[config.mk]
export PLATFORM = sky130hd
export DESIGN_NAME = rcdf_useq
export DESIGN_NICKNAME = d
export VERILOG_FILES = /design/src/hw/rtl/rcdf_pkg.sv /design/src/hw/rtl/rcdf_useq.sv
export SDC_FILE = /design/constraint.sdc
export NUM_CORES = 1
export LEC_CHECK = 0
export BUFFER_PORTS_ARGS = -buffer_cell sky130_fd_sc_hd__buf_2
export CAP_MARGIN = 20
export CORE_AREA = 2 2 39 41
export DETAILED_ROUTE_END_ITERATION = 8
export DIE_AREA = 0 0 41 43
export PLACE_DENSITY = 0.64
export SYNTH_ARGS = -nofsm -noshare
export SYNTH_HDL_FRONTEND = slang
export SYNTH_SLANG_ARGS = --single-unit
[constraint.sdc]
create_clock -name i_clk -period 2.35 [get_ports i_clk]
set_input_delay 0.47 -clock i_clk [delete_from_list [all_inputs] [get_ports i_clk]]
set_output_delay 0.47 -clock i_clk [all_outputs]
set_load 0.05 [all_outputs]
[src/hw/rtl/rcdf_pkg.sv]
// ----------------------------------------------------------------------------
// rcdf_pkg
// Types, constants and the control store of the recent check value
// duplicate filter.
// ----------------------------------------------------------------------------
`default_nettype none

package rcdf_pkg;

    localparam int CH_W    = 4;
    localparam int CRC_W   = 16;
    localparam int DEPTH_W = 6;
    localparam int TAG_W   = CRC_W + 1;

    // sequencer steps
    typedef enum logic [2:0] {
        S_CLR,
        S_IDLE,
        S_CHECK,
        S_PRIME,
        S_SCAN,
        S_WRITE,
        S_RESULT
    } t_step;

    // jump conditions
    typedef enum logic [2:0] {
        C_ALWAYS,
        C_IN,
        C_SKIP,
        C_SCAN,
        C_OUT,
        C_CLR
    } t_cond;

    typedef struct packed {
        t_cond cond;
        t_step tgt_t;
        t_step tgt_f;
        logic  ld_in;
        logic  rd;
        logic  scan;
        logic  wr;
        logic  ld_out;
        logic  clr;
    } t_uword;

    typedef struct packed {
        logic in_valid;
        logic skip;
        logic scan_end;
        logic out_free;
        logic clr_done;
    } t_ustat;

    // control store
    function automatic t_uword urom(input t_step s);
        t_uword w;
        w = '{cond: C_ALWAYS, tgt_t: S_IDLE, tgt_f: S_IDLE, ld_in: 1'b0, rd: 1'b0,
              scan: 1'b0, wr: 1'b0, ld_out: 1'b0, clr: 1'b0};
        case (s)
            S_CLR: begin
                w.cond  = C_CLR;
                w.tgt_t = S_IDLE;
                w.tgt_f = S_CLR;
                w.clr   = 1'b1;
            end
            S_IDLE: begin
                w.cond  = C_IN;
                w.tgt_t = S_CHECK;
                w.tgt_f = S_IDLE;
                w.ld_in = 1'b1;
            end
            S_CHECK: begin
                w.cond  = C_SKIP;
                w.tgt_t = S_RESULT;
                w.tgt_f = S_PRIME;
            end
            S_PRIME: begin
                w.cond  = C_ALWAYS;
                w.tgt_t = S_SCAN;
                w.tgt_f = S_SCAN;
                w.rd    = 1'b1;
            end
            S_SCAN: begin
                w.cond  = C_SCAN;
                w.tgt_t = S_WRITE;
                w.tgt_f = S_SCAN;
                w.rd    = 1'b1;
                w.scan  = 1'b1;
            end
            S_WRITE: begin
                w.cond  = C_ALWAYS;
                w.tgt_t = S_RESULT;
                w.tgt_f = S_RESULT;
                w.wr    = 1'b1;
            end
            S_RESULT: begin
                w.cond   = C_OUT;
                w.tgt_t  = S_IDLE;
                w.tgt_f  = S_RESULT;
                w.ld_out = 1'b1;
            end
            default: begin
                w.cond  = C_ALWAYS;
                w.tgt_t = S_CLR;
                w.tgt_f = S_CLR;
            end
        endcase
        return w;
    endfunction

endpackage

`default_nettype wire

[src/hw/rtl/rcdf_useq.sv]
// ----------------------------------------------------------------------------
// rcdf_useq
// Step counter and control store; conditional jumps on datapath status.
// ----------------------------------------------------------------------------
`default_nettype none

module rcdf_useq (
    input  wire logic            i_clk,
    input  wire logic            i_rst_n,
    input  wire rcdf_pkg::t_ustat i_stat,
    output rcdf_pkg::t_uword     o_uw,
    output rcdf_pkg::t_step      o_step
);

    rcdf_pkg::t_step  r_step;
    rcdf_pkg::t_step  n_step;
    rcdf_pkg::t_uword w_uw;
    logic             w_take;

    assign w_uw = rcdf_pkg::urom(r_step);

    // next step
    always_comb begin
        case (w_uw.cond)
            rcdf_pkg::C_ALWAYS: w_take = 1'b1;
            rcdf_pkg::C_IN:     w_take = i_stat.in_valid;
            rcdf_pkg::C_SKIP:   w_take = i_stat.skip;
            rcdf_pkg::C_SCAN:   w_take = i_stat.scan_end;
            rcdf_pkg::C_OUT:    w_take = i_stat.out_free;
            rcdf_pkg::C_CLR:    w_take = i_stat.clr_done;
            default:            w_take = 1'b1;
        endcase
        n_step = w_take ? w_uw.tgt_t : w_uw.tgt_f;
    end

    // control outputs
    always_comb begin
        o_uw   = w_uw;
        o_step = r_step;
    end

    always_ff @(posedge i_clk) begin
        if (!i_rst_n) begin
            r_step <= rcdf_pkg::S_CLR;
        end else begin
            r_step <= n_step;
        end
    end

endmodule

`default_nettype wire

== Yosys cells after proc, flatten, opt, wreduce, memory -nomap -nowiden ==
Index checks and enable logic that the tools add are counted.
W data, S select, Z words.

* Bits in registers: 3
* Logic and storage cells: 23

* Equality and inequality tests: 11
* Reductions and logical operators: 2
* Muxes and demuxes: 9

{| class="wikitable"
|+ Operators by type and width
! operator !! number
|-
| $pmux W9 S7 || 1
|-
| $eq A3 B3 Y1 const B || 5
|-
| $eq A3 B2 Y1 const B || 4
|-
| $eq A3 B1 Y1 const B || 2
|-
| $mux W1 || 6
|-
| $pmux W1 S5 || 1
|-
| $logic_not A3 Y1 || 1
|-
| $mux W3 || 1
|-
| $reduce_or A2 Y1 || 1
|}

== Depth between registers and ports, before layout ==
* Depth in word-level cells: 5
* Depth in mapped cells: 8
* Depth with buffers taken out: 7

== Worst setup path after synthesis ==
OpenSTA, ideal clock, no wires.

* Path type: register to output
* Start: register r_step[1] (netlist: o_step[1])
* End: output port o_uw[14] (netlist bit)
* Cell stages (with the launch flop): 4
* Setup slack: -0.505 ns
* Data required time: 1.880 ns
* Data arrival time: 2.385 ns
* Path through: dfxtp_1 buf_2 nor3_1 or2_1

{| class="wikitable"
|+ RTL lines
! element !! line !! RTL
|-
| from (decl) || rcdf_useq.sv:15 || <nowiki>rcdf_pkg::t_step r_step;</nowiki>
|-
| from (signal assigned) || rcdf_useq.sv:44 || <nowiki>r_step <= rcdf_pkg::S_CLR;</nowiki>
|-
| from (signal assigned) || rcdf_useq.sv:46 || <nowiki>r_step <= n_step;</nowiki>
|-
| to (decl) || rcdf_useq.sv:11 || <nowiki>output rcdf_pkg::t_uword o_uw,</nowiki>
|}

==> out/metrics.cfg <==
[sta]
holdWs_ns=0.489
fin_crit_sh=0.882
period_needed_ns=2.07
fin_tns_setup_ns=0
tightest_slew_ns=0.469
max_freq_mhz=483
rsz0062_at_grt=false
slew_headroom=0.687
hold_viol_final=0
fin_worst_skew_ns=0.00151
setup_viol=0
drv_slew=0

[final_layout]
drive_gt1_frac=0.363
nets=101
fin_util=0.426
syn2layout_area_growth_pct=42.3
fin_cells=107
diodes=0
largest_reg_flops=3

[worst_setup_path]
cpMaxStageDelayCell=dfxtp_1
crit_chain=inv_2, ha_1, nor2_1, o21ai_1, buf_2
max_stage_delay_ns=0.60
critPathKind=flip-flop to output pin
end_kind=output pin
r2r_cells=7
reg2reg_slack_ns=0.41
cp_max_fo=14
cp.required_ns=1.88
cp-start-kind=flip-flop
critPathArrivalTime_ns=1.60
r2r-start=o_step[1]
crit_family=flip-flops
rr_endpoint=o_step[2]
crit_buf_inv=2

[route]
drt-total-wl_um=1130
vias=518
firstDrtPassIters=4
avgRoutedWirePerCell_um=10.5
via_per_inst=4.84
drtIter0Drc=10
route.detailed.drc=0
antenna_left=0

[die]
fp-row-count=14
fp.dieW_um=41
core_um2=1380
die_area_um2=1760
start_util=0.299
io_pins=25
die_h_um=43

[place]
portBuffers=24
finalWeightedCongestion=0.800
post-dp-hpwl_um=861
place_inst=103

[status]
outcome=finished, final reports clean

[cts]
cts.sinks=3
cts_root_buffer=clkbuf_4
cts_repair_resize_count=0
postCtsHoldBufs=0
numCtsBuffers=3
clk_latency_ns=0.23
cts_tree=done
cts_max_level=1
clkTransAtPathRegs_ns=0.04
postCtsSetupRepairBufs=0
cts_max_path_buffers=2

[synth]
avgSynthCellArea_um2=6.47
syn_inst=64
ys.warnings.count=0
yosysSeqAreaShare=0.145
synth-seq-cells=3
syn_nets=73
yosysUniqueCellTypes=25
synthesis.area_um2=414

[hold_path]
hold_depth=2
min_to=o_step[1]
hp-class=primary input to flip-flop
min_from=i_rst_n

[global_routing]
grt_usage=0.148
antenna_found_initial=0
grt_pass1_vias=427
grt_max_degree=15
grt_overflow=0
grt_pass1_wl_um=1840

[run]
maxCapViolCount=0

-- per-stage QoR --
| stage | setup WS, ns | cell area (um^2) |
|---|---|---|
| 3_3_place_gp | 0.517 | 563 |
| 4_1_cts | 0.269 | 589 |
| 6_report | 0.278 | 589 |
| 5_1_grt | 0.134 | 589 |
| 2_1_floorplan | -0.102 | 422 |
| 3_5_place_dp | 0.407 | 563 |
-- kinds of logic (layout without fill, tap and decap cells) --
family | after synthesis | after routing | synth area share
AND/OR/NAND/NOR | 32 | 32 | 0.384
AO/OA/AOI/OAI | 17 | 17 | 0.245
buffers and inverters | 5 | 32 | 0.0513
multiplexers | 3 | 3 | 0.0725
flip-flops | 3 | 3 | 0.145
adder cells (fa/ha/maj) | 2 | 2 | 0.0604
XOR/XNOR | 2 | 2 | 0.0423
-- synthesized netlist by cell type --
master     n  area, um^2
nand2_1   11        41.3
nor2_1     8        30.0
a21oi_1    5        25.0
dfxtp_1    3        60.1
mux2i_1    3        30.0
nand2b_1   3        18.8
nor2b_1    3        18.8
o21a_1     3        22.5
o21ai_1    3        15.0
buf_2      2        10.0
ha_1       2        25.0
nor3_1     2        10.0
o21ai_0    2        10.0
or3_1      2        12.5
xnor2_1    2        17.5
a22o_1     1        8.76
a22oi_1    1        7.51
a31oi_1    1        6.26
and2b_1    1        7.51
and4b_4    1        13.8
clkbuf_1   1        3.75
inv_1      1        3.75
inv_2      1        3.75
o22ai_1    1        6.26
or2_1      1        6.26
-- cells in the final DEF (no fill, tap or decap), types with 2 or more instances in the layout --
| cell type | synthesis | routed |
|---|---|---|
| nand2b_1 | 3 | 3 |
| buf_2 | 2 | 24 |
| nor2_1 | 8 | 7 |
| ha_1 | 2 | 2 |
| clkbuf_4 | 0 | 3 |
| xnor2_1 | 2 | 2 |
| o21ai_1 | 3 | 4 |
| nor2b_1 | 3 | 3 |
| mux2i_1 | 3 | 3 |
| dfxtp_1 | 3 | 3 |
| buf_4 | 0 | 2 |
| nand2_1 | 11 | 11 |
| or3_1 | 2 | 2 |
| o21a_1 | 3 | 3 |
| a21oi_1 | 5 | 5 |
-- area by class of cell --
| type | count | area (um^2) |
|---|---|---|
| Clock buffer | 4 | 26.3 |
| Timing Repair Buffer | 26 | 135 |
| Fill cell | 146 | 795 |
| Multi-Input combinational cell | 56 | 340 |
| Tap cell | 16 | 20.0 |
| Sequential cell | 3 | 60.1 |
| Inverter | 2 | 7.51 |
-- routing by layer --
layer,track usage,share of wire,up-vias,wire length [um]
li1,-,-,277,-
met1,0.231,0.49,228,550
met2,0.191,0.47,13,526
met3,0.0157,0.044,0,49
met4,0.0800,0,0,0
met5,0,0,-,0
-- how the worst max path moves through the flow --
stage,from,endpoint,slack (ns),cells after the start
detailed placement,o_step[1],o_step[2],0.41,7
global route,o_step[1],o_uw[12],0.13,5
finish,o_step[1],o_uw[12],0.28,5
global placement,o_step[1],o_step[0],0.52,7
CTS,o_step[1],o_uw[12],0.27,5
floorplan,o_step[2],o_uw[14],-0.10,4
Power is not shown: default switching activity piles up to over one toggle a cycle in this logic, so the estimate is an artifact.
